## src/gls_pkg.sv

```systemverilog
// Shared types, widths and helpers for the greedy list scheduler.
package gls_pkg;

	localparam int MAX_SERVERS = 16;
	localparam int IDX_W       = (MAX_SERVERS > 1) ? $clog2(MAX_SERVERS) : 1;
	localparam int CNT_W       = $clog2(MAX_SERVERS + 1);
	localparam int CFG_W       = 5;
	localparam int OUT_IDX_W   = 4;
	localparam int DUR_W       = 16;
	localparam int LOAD_W      = 32;
	localparam logic [LOAD_W-1:0] LOAD_MAX = '1;

	localparam int QDEPTH = 2;
	localparam int QPTR_W = (QDEPTH > 1) ? $clog2(QDEPTH) : 1;
	localparam int QCNT_W = $clog2(QDEPTH + 1);

	typedef struct packed {
		logic [DUR_W-1:0] dur;
		logic [CNT_W-1:0] count;
	} qentry_t;

	typedef enum logic [1:0] {
		ST_IDLE,
		ST_SCAN,
		ST_UPDATE
	} back_state_t;

	// Servers in use: zero counts as one, anything past the pool is clipped.
	function automatic logic [CNT_W-1:0] servers_in_use(input logic [CFG_W-1:0] mc);
		logic [CFG_W:0] c;
		c = {1'b0, mc};
		if (c == '0)
			c = (CFG_W + 1)'(1);
		if (c > (CFG_W + 1)'(MAX_SERVERS))
			c = (CFG_W + 1)'(MAX_SERVERS);
		return CNT_W'(c);
	endfunction

endpackage

```

## src/gls_ifs.sv

```systemverilog
// Handshake channel interfaces: job input, result output, configuration write.
interface gls_job_if;
	logic                      valid;
	logic                      ready;
	logic [gls_pkg::DUR_W-1:0] job_duration;

	modport source (output valid, output job_duration, input ready);
	modport sink (input valid, input job_duration, output ready);
endinterface

interface gls_result_if;
	logic                          valid;
	logic                          ready;
	logic [gls_pkg::OUT_IDX_W-1:0] server_index;
	logic [gls_pkg::LOAD_W-1:0]    server_finish;
	logic [gls_pkg::LOAD_W-1:0]    makespan;
	logic                          overflowed;

	modport source (output valid, output server_index, output server_finish,
		output makespan, output overflowed, input ready);
	modport sink (input valid, input server_index, input server_finish,
		input makespan, input overflowed, output ready);
endinterface

interface gls_cfg_if;
	logic                      valid;
	logic                      ready;
	logic [gls_pkg::CFG_W-1:0] machine_count;

	modport source (output valid, output machine_count, input ready);
	modport sink (input valid, input machine_count, output ready);
endinterface

```

## src/gls_front.sv

```systemverilog
// Front end: holds the server-count register and tags each job with its count.
module gls_front (
	input  logic             clk,
	input  logic             arst_n,
	gls_job_if.sink          jobs,
	gls_cfg_if.sink          cfg,
	output logic             push_valid,
	output gls_pkg::qentry_t push_data,
	input  logic             full
);
	import gls_pkg::*;

	logic [CFG_W-1:0] machine_count_q;

	always_ff @(posedge clk or negedge arst_n) begin
		if (!arst_n) begin
			machine_count_q <= CFG_W'(MAX_SERVERS);
		end else if (cfg.valid && cfg.ready) begin
			machine_count_q <= cfg.machine_count;
		end
	end

	assign cfg.ready  = 1'b1;
	assign jobs.ready = !full;

	assign push_valid      = jobs.valid && !full;
	assign push_data.dur   = jobs.job_duration;
	assign push_data.count = servers_in_use(machine_count_q);

endmodule

```

## src/gls_queue.sv

```systemverilog
// Short job queue between front and back end.
module gls_queue (
	input  logic             clk,
	input  logic             arst_n,
	input  logic             push_valid,
	input  gls_pkg::qentry_t push_data,
	output logic             full,
	input  logic             pop,
	output gls_pkg::qentry_t pop_data,
	output logic             empty
);
	import gls_pkg::*;

	qentry_t            mem_q [QDEPTH];
	logic [QPTR_W-1:0]  wr_ptr_q;
	logic [QPTR_W-1:0]  rd_ptr_q;
	logic [QCNT_W-1:0]  fill_q;
	logic               do_push;
	logic               do_pop;

	function automatic logic [QPTR_W-1:0] ptr_next(input logic [QPTR_W-1:0] p);
		return (p == QPTR_W'(QDEPTH - 1)) ? '0 : p + 1'b1;
	endfunction

	assign full     = (fill_q == QCNT_W'(QDEPTH));
	assign empty    = (fill_q == '0);
	assign do_push  = push_valid && !full;
	assign do_pop   = pop && !empty;
	assign pop_data = mem_q[rd_ptr_q];

	always_ff @(posedge clk) begin
		if (do_push)
			mem_q[wr_ptr_q] <= push_data;
	end

	always_ff @(posedge clk or negedge arst_n) begin
		if (!arst_n) begin
			wr_ptr_q <= '0;
			rd_ptr_q <= '0;
			fill_q   <= '0;
		end else begin
			if (do_push)
				wr_ptr_q <= ptr_next(wr_ptr_q);
			if (do_pop)
				rd_ptr_q <= ptr_next(rd_ptr_q);
			case ({do_push, do_pop})
				2'b10:   fill_q <= fill_q + 1'b1;
				2'b01:   fill_q <= fill_q - 1'b1;
				default: fill_q <= fill_q;
			endcase
		end
	end

endmodule

```

## src/gls_back.sv

```systemverilog
// Back end: scans server loads for the earliest finish and dispatches the job.
module gls_back (
	input  logic             clk,
	input  logic             arst_n,
	input  logic             empty,
	input  gls_pkg::qentry_t pop_data,
	output logic             pop,
	gls_result_if.source     results
);
	import gls_pkg::*;

	back_state_t        state_q, state_d;
	logic [LOAD_W-1:0]  load_q [MAX_SERVERS];
	logic [LOAD_W-1:0]  longest_q;
	logic               sat_q;

	logic [DUR_W-1:0]   dur_q;
	logic [CNT_W-1:0]   count_q;
	logic [IDX_W-1:0]   scan_idx_q;
	logic [IDX_W-1:0]   best_idx_q;
	logic [LOAD_W-1:0]  best_val_q;

	logic               out_valid_q;
	logic [OUT_IDX_W-1:0] out_idx_q;
	logic [LOAD_W-1:0]  out_finish_q;
	logic [LOAD_W-1:0]  out_span_q;
	logic               out_ovf_q;

	logic [LOAD_W-1:0]  scan_val;
	logic               scan_last;
	logic [LOAD_W:0]    sum;
	logic               sat_now;
	logic [LOAD_W-1:0]  finish;
	logic [LOAD_W-1:0]  span_new;
	logic               out_free;
	logic               commit;

	assign scan_val  = load_q[scan_idx_q];
	assign scan_last = (CNT_W'(scan_idx_q) == count_q - 1'b1);
	assign sum       = {1'b0, best_val_q} + (LOAD_W + 1)'(dur_q);
	assign sat_now   = sum[LOAD_W];
	assign finish    = sat_now ? LOAD_MAX : sum[LOAD_W-1:0];
	assign span_new  = (finish > longest_q) ? finish : longest_q;
	assign out_free  = !out_valid_q || results.ready;

	// next state
	always_comb begin
		state_d = state_q;
		case (state_q)
			ST_IDLE: begin
				if (!empty)
					state_d = (pop_data.count == CNT_W'(1)) ? ST_UPDATE : ST_SCAN;
			end
			ST_SCAN: begin
				if (scan_last)
					state_d = ST_UPDATE;
			end
			ST_UPDATE: begin
				if (out_free)
					state_d = ST_IDLE;
			end
			default: state_d = ST_IDLE;
		endcase
	end

	// outputs
	always_comb begin
		pop    = 1'b0;
		commit = 1'b0;
		case (state_q)
			ST_IDLE:   pop = !empty;
			ST_UPDATE: commit = out_free;
			default: begin
				pop    = 1'b0;
				commit = 1'b0;
			end
		endcase
	end

	always_ff @(posedge clk or negedge arst_n) begin
		if (!arst_n) begin
			state_q     <= ST_IDLE;
			longest_q   <= '0;
			sat_q       <= 1'b0;
			out_valid_q <= 1'b0;
			for (int i = 0; i < MAX_SERVERS; i++)
				load_q[i] <= '0;
		end else begin
			state_q <= state_d;
			if (commit) begin
				load_q[best_idx_q] <= finish;
				longest_q          <= span_new;
				sat_q              <= sat_q || sat_now;
				out_valid_q        <= 1'b1;
			end else if (results.ready) begin
				out_valid_q <= 1'b0;
			end
		end
	end

	always_ff @(posedge clk) begin
		if (pop) begin
			dur_q      <= pop_data.dur;
			count_q    <= pop_data.count;
			best_idx_q <= '0;
			best_val_q <= load_q[0];
			scan_idx_q <= IDX_W'(1);
		end else if (state_q == ST_SCAN) begin
			// strict less-than keeps the lowest index on a tie
			if (scan_val < best_val_q) begin
				best_val_q <= scan_val;
				best_idx_q <= scan_idx_q;
			end
			scan_idx_q <= scan_idx_q + 1'b1;
		end
		if (commit) begin
			out_idx_q    <= OUT_IDX_W'(best_idx_q);
			out_finish_q <= finish;
			out_span_q   <= span_new;
			out_ovf_q    <= sat_q || sat_now;
		end
	end

	assign results.valid         = out_valid_q;
	assign results.server_index  = out_idx_q;
	assign results.server_finish = out_finish_q;
	assign results.makespan      = out_span_q;
	assign results.overflowed    = out_ovf_q;

	a_scan_in_range: assert property (@(posedge clk) disable iff (!arst_n)
		(state_q == ST_SCAN) |-> (CNT_W'(scan_idx_q) < count_q))
		else $error("scan index past server count");

	a_best_in_range: assert property (@(posedge clk) disable iff (!arst_n)
		(state_q == ST_UPDATE) |-> (CNT_W'(best_idx_q) < count_q))
		else $error("chosen server outside active set");

	a_span_monotonic: assert property (@(posedge clk) disable iff (!arst_n)
		1'b1 |=> (longest_q >= $past(longest_q)))
		else $error("makespan decreased");

	a_sat_sticky: assert property (@(posedge clk) disable iff (!arst_n)
		sat_q |=> sat_q)
		else $error("overflow flag cleared");

	a_commit_room: assert property (@(posedge clk) disable iff (!arst_n)
		commit |-> (!out_valid_q || results.ready))
		else $error("result overwritten before taken");

endmodule

```

## src/greedy_list_scheduler_top.sv

```systemverilog
// Top level of the greedy list scheduler: front end, job queue and back end.
// Each job goes to the in-use server with the smallest finish time (lowest
// index on a tie); the result gives that server, its new finish time, the
// makespan and a sticky saturation flag. The servers in use number N
// (machine_count, with zero read as one and anything above sixteen as
// sixteen). In the back end a job is pulled from the queue as server 0 is
// read, the single load comparator walks the load registers of the further
// servers, and an update step writes the result once the output is free.
// A two-entry queue lets new jobs in while the back end works, and an output
// register holds a result until it is taken. The server count is sampled
// when a job enters; write it only while the block is idle.
module greedy_list_scheduler_top (
	input logic          clk,
	input logic          arst_n,
	gls_job_if.sink      jobs,
	gls_result_if.source results,
	gls_cfg_if.sink      cfg
);
	import gls_pkg::*;

	logic    push_valid;
	qentry_t push_data;
	logic    full;
	logic    pop;
	qentry_t pop_data;
	logic    empty;

	gls_front u_front (
		.clk        (clk),
		.arst_n     (arst_n),
		.jobs       (jobs),
		.cfg        (cfg),
		.push_valid (push_valid),
		.push_data  (push_data),
		.full       (full)
	);

	gls_queue u_queue (
		.clk        (clk),
		.arst_n     (arst_n),
		.push_valid (push_valid),
		.push_data  (push_data),
		.full       (full),
		.pop        (pop),
		.pop_data   (pop_data),
		.empty      (empty)
	);

	gls_back u_back (
		.clk      (clk),
		.arst_n   (arst_n),
		.empty    (empty),
		.pop_data (pop_data),
		.pop      (pop),
		.results  (results)
	);

endmodule

```

## src/flat_wrapper.sv

```systemverilog
// flat-port wrapper written by rule: the top's interface ports become plain ports
module greedy_list_scheduler_top_flat import gls_pkg::*;
  (clk, arst_n, jobs_valid, jobs_job_duration, jobs_ready, results_valid, results_server_index, results_server_finish, results_makespan, results_overflowed, results_ready, cfg_valid, cfg_machine_count, cfg_ready);
  gls_job_if jobs_i ();
  gls_result_if results_i ();
  gls_cfg_if cfg_i ();
  input logic clk;
  input logic arst_n;
  input wire logic [$bits(jobs_i.valid)-1:0] jobs_valid;
  input wire logic [$bits(jobs_i.job_duration)-1:0] jobs_job_duration;
  output wire logic [$bits(jobs_i.ready)-1:0] jobs_ready;
  output wire logic [$bits(results_i.valid)-1:0] results_valid;
  output wire logic [$bits(results_i.server_index)-1:0] results_server_index;
  output wire logic [$bits(results_i.server_finish)-1:0] results_server_finish;
  output wire logic [$bits(results_i.makespan)-1:0] results_makespan;
  output wire logic [$bits(results_i.overflowed)-1:0] results_overflowed;
  input wire logic [$bits(results_i.ready)-1:0] results_ready;
  input wire logic [$bits(cfg_i.valid)-1:0] cfg_valid;
  input wire logic [$bits(cfg_i.machine_count)-1:0] cfg_machine_count;
  output wire logic [$bits(cfg_i.ready)-1:0] cfg_ready;
  assign jobs_i.valid = jobs_valid;
  assign jobs_i.job_duration = jobs_job_duration;
  assign jobs_ready = jobs_i.ready;
  assign results_valid = results_i.valid;
  assign results_server_index = results_i.server_index;
  assign results_server_finish = results_i.server_finish;
  assign results_makespan = results_i.makespan;
  assign results_overflowed = results_i.overflowed;
  assign results_i.ready = results_ready;
  assign cfg_i.valid = cfg_valid;
  assign cfg_i.machine_count = cfg_machine_count;
  assign cfg_ready = cfg_i.ready;
  greedy_list_scheduler_top u_core (.clk(clk), .arst_n(arst_n), .jobs(jobs_i), .results(results_i), .cfg(cfg_i));
endmodule
```

## config.mk

```make
export PLATFORM = sky130hd
export DESIGN_NAME = greedy_list_scheduler_top_flat
export DESIGN_NICKNAME = d
export VERILOG_FILES = /design/src/gls_pkg.sv /design/src/gls_ifs.sv /design/src/gls_front.sv /design/src/gls_queue.sv /design/src/gls_back.sv /design/src/greedy_list_scheduler_top.sv /design/src/flat_wrapper.sv
export SDC_FILE = /design/constraint.sdc
export NUM_CORES = 1
export LEC_CHECK = 0
export BUFFER_PORTS_ARGS = -buffer_cell sky130_fd_sc_hd__buf_2
export CORE_MARGIN = 2
export CORE_UTILIZATION = 45
export CTS_BUF_LIST = sky130_fd_sc_hd__clkbuf_8
export DETAILED_ROUTE_END_ITERATION = 10
export GPL_ROUTABILITY_DRIVEN = 0
export GPL_TIMING_DRIVEN = 0
export SYNTH_ARGS = -nofsm -noshare
export SYNTH_HDL_FRONTEND = slang
export SYNTH_SLANG_ARGS = --single-unit
```

## constraint.sdc

```tcl
create_clock -name clk -period 16 [get_ports clk]
set_input_delay 2.4 -clock clk [delete_from_list [all_inputs] [get_ports clk]]
set_output_delay 2.4 -clock clk [all_outputs]
set_load 0.02 [all_outputs]
```

Yosys cells after proc, flatten, opt, wreduce, memory -nomap -nowiden
Memory sizes are Yosys's and may differ from the RTL's.
Cells that the tools add are included.
{"block": "totals", "input_bits": 26, "output_inout_bits": 72, "latchBits": 0, "wordCells": 105, "memories": 1, "reg_bits": 687, "ram_bits": 42, "mem_bits_ro": 0}
{"memory": "u_core.u_queue.mem_q", "depth": 2, "word_bits": 21, "rd": 1, "rd_ports_with_merged_regs": 0, "write_ports": 1, "line_no": "gls_queue.sv:14", "source": "qentry_t mem_q [QDEPTH];"}
{"block": "op_classes", "div_mod_pow": 0, "multipliers": 0, "addsub": 7, "bitwise_logic": 2, "muxes": 27, "reduce_logical": 19, "n_lt_le_gt_ge": 6, "n_shift": 0, "n_eq_ne": 10}
{"cell": "512-bit bitwise mux", "n": 1}
{"cell": "32-bit 2-to-1 mux", "n": 8}
{"cell": "32-bit binary-select mux with 4-bit select", "n": 1}
{"cell": "32-bit demux with 4-bit select", "n": 1}
{"cell": "32-bit by 16-bit adder with 33-bit output", "n": 1}
{"cell": "32-bit greater-than comparator", "n": 1}
{"cell": "32-bit < comparator", "n": 1}
{"cell": "5-bit >= comparator (second input constant)", "n": 2}
{"cell": "5-bit 2-to-1 mux", "n": 2}
{"cell": "4-bit inverter with 5-bit output", "n": 2}
{"cell": "1-bit 2-to-1 mux", "n": 8}
{"cell": "2-bit 2-to-1 mux", "n": 4}
{"cell": "2-bit nonzero test", "n": 4}
{"cell": "2-bit equality test (second input constant)", "n": 3}
{"cell": "2-bit inequality test (second input constant)", "n": 3}
{"cell": "2-bit case mux with 3 select lines", "n": 1}
{"cell": "4-bit by 5-bit equality test with 1-bit output", "n": 1}
{"cell": "5-bit by 1-bit equality test with 1-bit output (second input constant)", "n": 1}
{"cell": "5-bit greater-than comparator (second input constant)", "n": 1}
{"cell": "5-bit zero test", "n": 1}
{"cell": "5-bit by 1-bit < comparator with 1-bit output (second input constant)", "n": 1}
{"cell": "5-bit by 1-bit subtractor with 5-bit output (second input constant)", "n": 1}
{"cell": "4-bit by 1-bit adder with 4-bit output (second input constant)", "n": 1}
{"cell": "2-bit by 1-bit equality test with 1-bit output (second input constant)", "n": 2}
{"cell": "other kinds (10)", "n": 19}

Depth between registers and ports, before layout
Gate-level depths: netlist (run 1).
{"block": "logic_depth", "word_depth": 8, "depth_mapped": 21, "ltp_nobuf": 17}

Cells and area by module
From an unflattened synthesis (run 1), not the netlist that was laid out.
{"block": "unflattened", "cells_unflattened": 2931, "hier_area_um2": 33353.2}
{"module": "gls_back", "n_inst": 1, "cells_per_inst": 2810, "seq_area_each_um2": 17536.8, "area_each_um2": 31277.5}
{"module": "gls_queue", "n_inst": 1, "cells_per_inst": 83, "seq_area_each_um2": 1361.3, "area_each_um2": 1716.6}
{"module": "gls_front", "n_inst": 1, "cells_per_inst": 38, "seq_area_each_um2": 126.4, "area_each_um2": 359.1}

Worst setup path before layout (run 1)
Ideal clock, no wire load.
{"block": "synth_timing", "path_kind": "in2reg", "start": "input port results_ready", "end": "register u_core.u_back.load_q[20] (netlist name)", "t_arrival_ns": 6.117, "stages": 9, "setup_time_ns": 0.145, "n_path_buf": 3, "path_slack_ns": 9.738, "required_ns": 15.855, "cell_sequence": "nand2b_1 nor2b_1 clkbuf_1 nand3_1 or2_2 clkbuf_1 clkbuf_1 nand2_1 o21ai_0"}
{"block": "synth_via", "elab_chain_cells": 2}
{"element": "from (decl)", "line_no": "flat_wrapper.sv:17", "source": "input wire logic [$bits(results_i.ready)-1:0] results_ready;"}
{"element": "1-bit logical OR", "line_no": "gls_back.sv:44", "source": "assign out_free = !out_valid_q || results.ready;"}
{"element": "1-bit 2-to-1 mux", "line_no": "gls_back.sv:70", "source": "case (state_q)"}
{"element": "via u_core.u_back.commit", "line_no": "gls_back.sv:36", "source": "logic commit;"}
{"element": "to (signal, indexed assignment)", "line_no": "gls_back.sv:91", "source": "load_q[best_idx_q] <= finish;"}
{"element": "to (decl)", "line_no": "gls_back.sv:13", "source": "logic [LOAD_W-1:0] load_q [MAX_SERVERS];"}
The timed path passes the listed nets, and every way through them passes these cells.
A chain may end at the register's enable or synchronous reset.

Final worst setup path (run 1)
{"block": "layout_timing", "start": "register u_core.u_back.dur_q[0]", "end": "register u_core.u_back.out_span_q[30] (netlist: u_core.u_back.results.makespan[30]), data pin"}
{"block": "layout_via", "elab_chain_cells": 4}
{"element": "from (decl)", "line_no": "gls_back.sv:17", "source": "logic [DUR_W-1:0] dur_q;"}
{"element": "from (signal assigned)", "line_no": "gls_back.sv:103", "source": "dur_q <= pop_data.dur;"}
{"element": "32-bit by 16-bit adder with 33-bit output", "line_no": "gls_back.sv:40", "source": "assign sum = {1'b0, best_val_q} + (LOAD_W + 1)'(dur_q);"}
{"element": "32-bit 2-to-1 mux", "line_no": "gls_back.sv:42", "source": "assign finish = sat_now ? LOAD_MAX : sum[LOAD_W-1:0];"}
{"element": "via u_core.u_back.finish[10]", "line_no": "gls_back.sv:33", "source": "logic [LOAD_W-1:0] finish;"}
{"element": "32-bit greater-than comparator", "line_no": "gls_back.sv:43", "source": "assign span_new = (finish > longest_q) ? finish : longest_q;"}
{"element": "32-bit 2-to-1 mux", "line_no": "gls_back.sv:43"}
{"element": "via u_core.u_back.span_new[30]", "line_no": "gls_back.sv:34", "source": "logic [LOAD_W-1:0] span_new;"}
{"element": "to (signal assigned)", "line_no": "gls_back.sv:119", "source": "out_span_q <= span_new;"}
{"element": "to (decl)", "line_no": "gls_back.sv:26", "source": "logic [LOAD_W-1:0] out_span_q;"}
The timed path passes the listed nets, and every way through them passes these cells.

==> results.yml, run 1 <==
grt:
  globalRouteOverflowTotal: 0
  antenna_found_initial: 3
  via_count_of_the_first_global_routing_pass: 23433
  gr-usage-all-layers: 0.238
  grt_start_max_net_pins: 126
  first_pass_grt_wire_length_mm: 137
clock_tree:
  clock_insertion_delay_worst_skew_ns: 0.71
  tritoncts_num_sinks: 729
  cts_buffer_depth: 3
  path_clk_slew_ns: 0.07
  tritoncts: "built"
  post_cts.repair.setup_buffers: 0
  ctsHoldBuffers: 0
  numCtsBuffers: 118
  clock_tree.htree_level_count: 3
  postCtsResizedCells: 0
  clock_tree.root_cell: "clkbuf_8"
die:
  initial_core_util: 0.453
  floorplan.core_area_um2: 72700
  floorplan.io_pins: 98
  design.die.area_um2: 75400
  die-width_um: 275
  die_height_um: 275
  core.rowCount: 99
synthesis:
  ys_warn_count: 0
  mappedNetlistNets: 2932
  postSynthCellCount: 2823
  seq_area_frac_synth: 0.578
  syn-cell-area_um2: 32900
  synth_top_cell_by_area: "dfrtp_1"
  asyncSetResetFlopFracSynth: 0.764
  yosys.cell_types.count: 60
  yosys_most_used_dff: "dfrtp_1"
  synth_enable_flop_cells: 164
  synth-seq-cells: 729
  post_synth.cell_area_avg_um2: 11.7
  netlist_top_cells_area: "dfrtp_1 42%, edfxtp_1 15%, mux4_2 11%"
  post-synth-top-area-fraction: 0.423
detailed_routing:
  drcViolationCount: 0
  detailedRoute.firstPassIterationCount: 5
  wirelength_mm: 87.9
  drc_violation_total_after_the_first_tritonroute_iteration: 2388
  post_drt_wl_per_cell_um: 21.4
  postRouteAntennaNets: 0
  detail_routed_via_count_per_cell: 5.60
  route.vias.total: 23035
timing:
  fin_crit_sh: 0.450
  timing.setup.tns_ns: 0
  timing.hold.ws_ns: 0.427
  fmax_mhz: 139
  finClkSkew_ns: 0.0184
  actual_slew_at_the_worst_max_slew_pin_ns: 1.34
  fin_crit_ns: 7.20
  timing.final.max_slew_violations: 0
  finalHoldViolations: 0
  setup_violations: 0
  rsz0062_at_grt: "no"
  relSlewSlack: 0.101
critical_path:
  worstPathArrival_ns: 7.67
  family_of_cells_with_the_greatest_summed_delay_on_the_critical_path: "buffers and inverters"
  crit_path_top_delay_cell: "clkbuf_1"
  max_stage_delay_ns: 0.79
  path_cells: "ha_1 > fa_1 > a211oi_1 > o21ai_1 > nand3_1 > a21bo_2 > clkbuf_1 > and2_1 > clkbuf_1 > clkbuf_1 > inv_1 > ha_1 > nand4_1 > nor4_1 > o41ai_1 > o211ai_1 > a21oi_1 > a21oi_1 > clkbuf_1 > mux2_2"
  critical_path.most_common_cell: "clkbuf_1"
  worst_setup_sp_type: "register"
  critical_path.max_fanout: 10
  setup.worst_path.end_class: "register"
  timing_worst_setup_path_type: "register to register"
  worst_ep_required_time_ns: 16.47
  timing.critical_path.buf_inv: 5
pwr:
  switching_share: 0.379
  power.sequential.fraction: 0.381
  pwrdens_nw_per_um2: 168
  pwr-share-clk: 0.264
  p_int_w: 0.00388
  total_switching_power_w: 0.00237
  power_frac_comb: 0.354
  p_leak_nw: 16.2
  ir_worst_vdd_mv: 0.0894
placement:
  dp_hpwl_mm: 65.0
  portBuffers: 96
  detailed_place.area_um2: 34900
outcome:
  run_status: "finished clean"
finish:
  finish.instance_area_um2: 37300
  nets: 3157
  layout-drive-gt1-share: 0.171
  syn2layout_area_growth_pct: 13.3
  fillCellCount: 6431
  post-route-util: 0.513
worst_hold_path:
  hold_path_class: "register to register"
flow_run:
  timing.max_cap.violations: 0
[power groups by stage]
| stage | Clock (W) | Sequential, W | Combinational [W] |
|---|---|---|---|
| 2_1_floorplan | 0 | 0.00238 | 0.00147 |
| 3_3_place_gp | 0 | 0.00242 | 0.00213 |
| 3_5_place_dp | 0 | 0.00241 | 0.00220 |
| 4_1_cts | 0.00169 | 0.00238 | 0.00222 |
| 5_1_grt | 0.00178 | 0.00241 | 0.00245 |
| 6_report | 0.00165 | 0.00239 | 0.00222 |
[state kept, by name, summed over array words and instances, names as in the netlist, 4 cells and up]
signal                               cells
u_core.u_back.scan_idx_q                 4
u_core.u_back.results.server_index       4
u_core.u_back.results.makespan          32
u_core.u_back.longest_q                 32
u_core.u_back.best_idx_q                 4
u_core.u_front.machine_count_q           5
u_core.u_back.count_q                    5
u_core.u_back.load_q                   512
u_core.u_back.best_val_q                32
u_core.u_back.results.server_finish     32
u_core.u_queue.mem_q                    42
u_core.u_back.dur_q                     16
[cell usage in the layout, fill, tap and decap left out, drive strengths merged, types with 3 or more instances in the layout]
| master | Yosys | layout |
|---|---|---|
| xor2 | 12 | 12 |
| or2 | 3 | 3 |
| dfrtp | 556 | 556 |
| clkinvlp | 0 | 5 |
| nand2 | 601 | 601 |
| o211ai | 10 | 10 |
| a21oi | 54 | 54 |
| edfxtp | 164 | 164 |
| a31oi | 4 | 4 |
| dfxtp | 8 | 8 |
| bufinv | 0 | 4 |
| o21ai | 494 | 494 |
| clkinv | 0 | 23 |
| nand3 | 23 | 23 |
| nor2b | 9 | 9 |
| mux4 | 160 | 160 |
| nand4 | 22 | 22 |
| buf | 41 | 146 |
| nor3 | 13 | 13 |
| xnor2 | 12 | 12 |
| a211oi | 14 | 14 |
| mux2 | 65 | 65 |
| and3 | 8 | 8 |
| clkbuf | 162 | 310 |
| nor2 | 66 | 66 |
| a21o | 11 | 11 |
| o21a | 9 | 9 |
| nand2b | 8 | 8 |
| ha | 82 | 82 |
| inv | 98 | 141 |
| mux2i | 70 | 70 |
| and2 | 17 | 17 |
[synthesized netlist by cell type (all sizes together), types with 2 or more instances]
master,number
dfrtp,556
ha,82
a211oi,14
o21a,9
o21ai,494
nor2,66
mux2,65
nand2,601
o211ai,10
a31oi,4
xnor2,12
a21o,11
dfxtp,8
mux2i,70
nand2b,8
o31ai,2
edfxtp,164
nor3,13
or2,3
and4,2
and3,8
and2,17
nor3b,2
a21oi,54
inv,98
nor2b,9
mux4,160
buf,41
nor4,2
clkbuf,162
nand3,23
xor2,12
o41ai,2
nand4,22
[cells by family (layout without fill, tap and decap cells)]
family | Yosys count | in the layout | share of synthesized area
compound gates | 612 | 612 | 0.0990
mux | 295 | 295 | 0.154
buf+inv | 301 | 629 | 0.0353
xor+xnor | 24 | 24 | 0.00638
flops | 729 | 729 | 0.578
fa+ha+maj | 83 | 83 | 0.0318
other cells | 1 | 2 | 0.000114
simple gates | 778 | 778 | 0.0961
[cell type report]
class                   instances  area [µm²]  share of cell area
inverters                      98         368             0.00986
repair buffers                105         702              0.0188
clock buffers                 148        2040              0.0546
clock inverters                75         430              0.0115
well taps                     959        1200              0.0321
flip-flops and latches        729       19000               0.510
plain buffers                 203         800              0.0214
multi-input cells            1793       12800               0.342
diodes                          1        2.50           0.0000670
[metrics by stage]
stage / setup slack, ns / std cells / total power (W)
final: 8.80 / 4111 / 0.00626
after CTS: 8.74 / 4110 / 0.00629
after detailed placement: 8.81 / 3887 / 0.00462
after floorplan: 9.74 / 2823 / 0.00385
after global placement: 1.29 / 3878 / 0.00455
after global routing: 8.31 / 4111 / 0.00664
[worst paths after layout]
check / startpoint / to / slack, ns / cells past startpoint
min reg2reg: u_core.u_back.best_idx_q[2] / u_core.u_back.results.server_index[2] / 0.43 / 0
max in group asynchronous: arst_n / u_core.u_back.load_q[289] / 12.23 / 5
max reg2reg: u_core.u_back.dur_q[0] / u_core.u_back.results.makespan[30] / 8.80 / 20
min: u_core.u_back.best_idx_q[2] / u_core.u_back.results.server_index[2] / 0.43 / 0
min in group asynchronous: arst_n / u_core.u_back.state_q[0] / 1.49 / 1
max: u_core.u_back.dur_q[0] / u_core.u_back.results.makespan[30] / 8.80 / 20
[metal layers]
layer,GRT usage,wire length [µm],vias up
li1,-,-,10442
met1,0.337,38900,11674
met2,0.378,41000,772
met3,0.0376,5490,147
met4,0.0797,2470,0
met5,0,0,-
No activity file was read; power rests on OpenSTA's default activity.
==> run 2: changes to the inputs <==
Clock period 16 ns to 7.3 ns, I/O delays scaled along.
==> run 2 against run 1 <==
Core utilization hardly changed. Sequential share of layout area hardly changed. Final area is essentially flat. Setup slack worse by 8.3 ns. Clock-buffer cell count unchanged. Global-route usage unchanged. Flip-flop and latch count unchanged. Largest power group unchanged.
==> results.yml, run 2 (synthesized netlist as in run 1, its figures left out) <==
outcome:
  run_status: "finished clean"
pwr:
  pwr-share-clk: 0.264
  ir_worst_vdd_mv: 0.195
  power.sequential.fraction: 0.381
  power_frac_comb: 0.355
  p_leak_nw: 16.3
  pwrdens_nw_per_um2: 368
  total_switching_power_w: 0.00521
  switching_share: 0.380
  power.total_w: 0.0137
  p_int_w: 0.00851
critical_path:
  worst_setup_sp_type: "register"
  timing_worst_setup_path_type: "register to register"
  worstPathArrival_ns: 7.42
  timing.critical_path.buf_inv: 6
  critical_path.max_fanout: 10
  crit_path_top_delay_cell: "buf_1"
  family_of_cells_with_the_greatest_summed_delay_on_the_critical_path: "buffers and inverters"
  max_stage_delay_ns: 0.65
  setup.worst_path.end_class: "register"
  path_cells: "ha_1 > fa_1 > a211oi_1 > o21ai_1 > nand3_1 > a21bo_2 > clkbuf_1 > and2_1 > clkbuf_1 > clkbuf_1 > inv_1 > ha_1 > nand4_1 > nor4_1 > o41ai_1 > o211ai_1 > a21oi_1 > and3b_1 > clkbuf_1 > buf_1 > mux2i_1"
  critical_path.most_common_cell: "clkbuf_1"
  worst_ep_required_time_ns: 7.92
detailed_routing:
  postRouteAntennaNets: 0
  route.vias.total: 23010
  post_drt_wl_per_cell_um: 21.4
  wirelength_mm: 88.0
  drc_violation_total_after_the_first_tritonroute_iteration: 2385
  drcViolationCount: 0
  detailedRoute.firstPassIterationCount: 6
  detail_routed_via_count_per_cell: 5.60
timing:
  relSlewSlack: 0.114
  finalHoldViolations: 0
  fin_crit_ns: 6.80
  finClkSkew_ns: 0.0248
  actual_slew_at_the_worst_max_slew_pin_ns: 1.29
  fin_crit_sh: 0.931
  timing.hold.ws_ns: 0.190
  timing.final.max_slew_violations: 0
  setup_violations: 0
  fmax_mhz: 147
  rsz0062_at_grt: "no"
die:
  design.die.area_um2: 75400
  core.rowCount: 99
  die_height_um: 275
  initial_core_util: 0.453
  floorplan.core_area_um2: 72700
  floorplan.io_pins: 98
  die-width_um: 275
clock_tree:
  clock_insertion_delay_worst_skew_ns: 0.72
  tritoncts: "built"
  ctsHoldBuffers: 0
  numCtsBuffers: 118
  path_clk_slew_ns: 0.06
  clock_tree.htree_level_count: 3
  cts_buffer_depth: 3
  post_cts.repair.setup_buffers: 0
  tritoncts_num_sinks: 729
  clock_tree.root_cell: "clkbuf_8"
  postCtsResizedCells: 0
finish:
  nets: 3157
  post-route-util: 0.513
  top_regs: "u_core.u_back.load_q (512), u_core.u_queue.mem_q (42)"
  syn2layout_area_growth_pct: 13.4
  stdcell_count: 4111
  most_common_library_cell_in_the_layout_ignoring_fill_and_taps: "nand2_1"
  largest_register_ffs: 512
  commonest_non_fill_non_tap_cells_in_the_layout: "601 x nand2_1, 556 x dfrtp_1, 456 x o21ai_0, 164 x edfxtp_1, 159 x mux4_2"
  layout-drive-gt1-share: 0.172
  regMostFlops: "u_core.u_back.load_q"
grt:
  antenna_found_initial: 3
  gr-usage-all-layers: 0.238
  grt_start_max_net_pins: 126
  via_count_of_the_first_global_routing_pass: 23433
  globalRouteOverflowTotal: 0
  first_pass_grt_wire_length_mm: 137
placement:
  portBuffers: 96
  dp_hpwl_mm: 65.0
  post-place-cells: 3887
worst_hold_path:
  hold_path_class: "primary input to asynchronous set/reset pin"
flow_run:
  timing.max_cap.violations: 0
==> run 2: power groups by stage <==
stage | combinational, W | clock, W | sequential [W]
floorplan | 0.00323 | 0 | 0.00521
global placement | 0.00467 | 0 | 0.00530
detailed placement | 0.00483 | 0 | 0.00529
CTS | 0.00487 | 0.00370 | 0.00522
global route | 0.00537 | 0.00389 | 0.00529
finish | 0.00487 | 0.00362 | 0.00523
==> run 2: area by class of cell <==
type / count / area [µm²]
Fill cell: 6435 / 35400
Sequential cell: 729 / 19000
Multi-Input combinational cell: 1793 / 12800
Clock buffer: 148 / 2040
Tap cell: 959 / 1200
Buffer: 203 / 802
Timing Repair Buffer: 105 / 702
Clock inverter: 75 / 430
Inverter: 98 / 368
Antenna cell: 1 / 2.50
==> run 2: final timing paths <==
path | cells past startpoint | slack [ns] | endpoint | start
worst min-delay path | 1 | 0.19 | u_core.u_back.state_q[0] | arst_n
worst max-delay path | 21 | 0.50 | u_core.u_back.longest_q[25] | u_core.u_back.dur_q[0]
worst min register to register | 0 | 0.43 | u_core.u_back.results.server_index[2] | u_core.u_back.best_idx_q[2]
max in group asynchronous | 5 | 4.81 | u_core.u_back.load_q[289] | arst_n
min in group clk | 0 | 0.43 | u_core.u_back.results.server_index[2] | u_core.u_back.best_idx_q[2]
worst max register to register | 21 | 0.50 | u_core.u_back.longest_q[25] | u_core.u_back.dur_q[0]
==> run 2: per-stage QoR <==
stage          setup slack, ns  setup TNS [ns]  area (µm²)
2_1_floorplan             1.90               0       32900
3_3_place_gp             -6.10        -3352.61       34600
4_1_cts                 0.0438               0       37300
3_5_place_dp             0.105               0       34900
6_report                 0.502               0       37300
5_1_grt                 0.0622               0       37300
==> run 2: routing by layer <==
layer	GRT usage	wire length, µm	part of all wire
met5	0	0	0
met4	0.0797	2640	0.030
met3	0.0376	5520	0.063
met2	0.378	40800	0.46
met1	0.337	39000	0.44
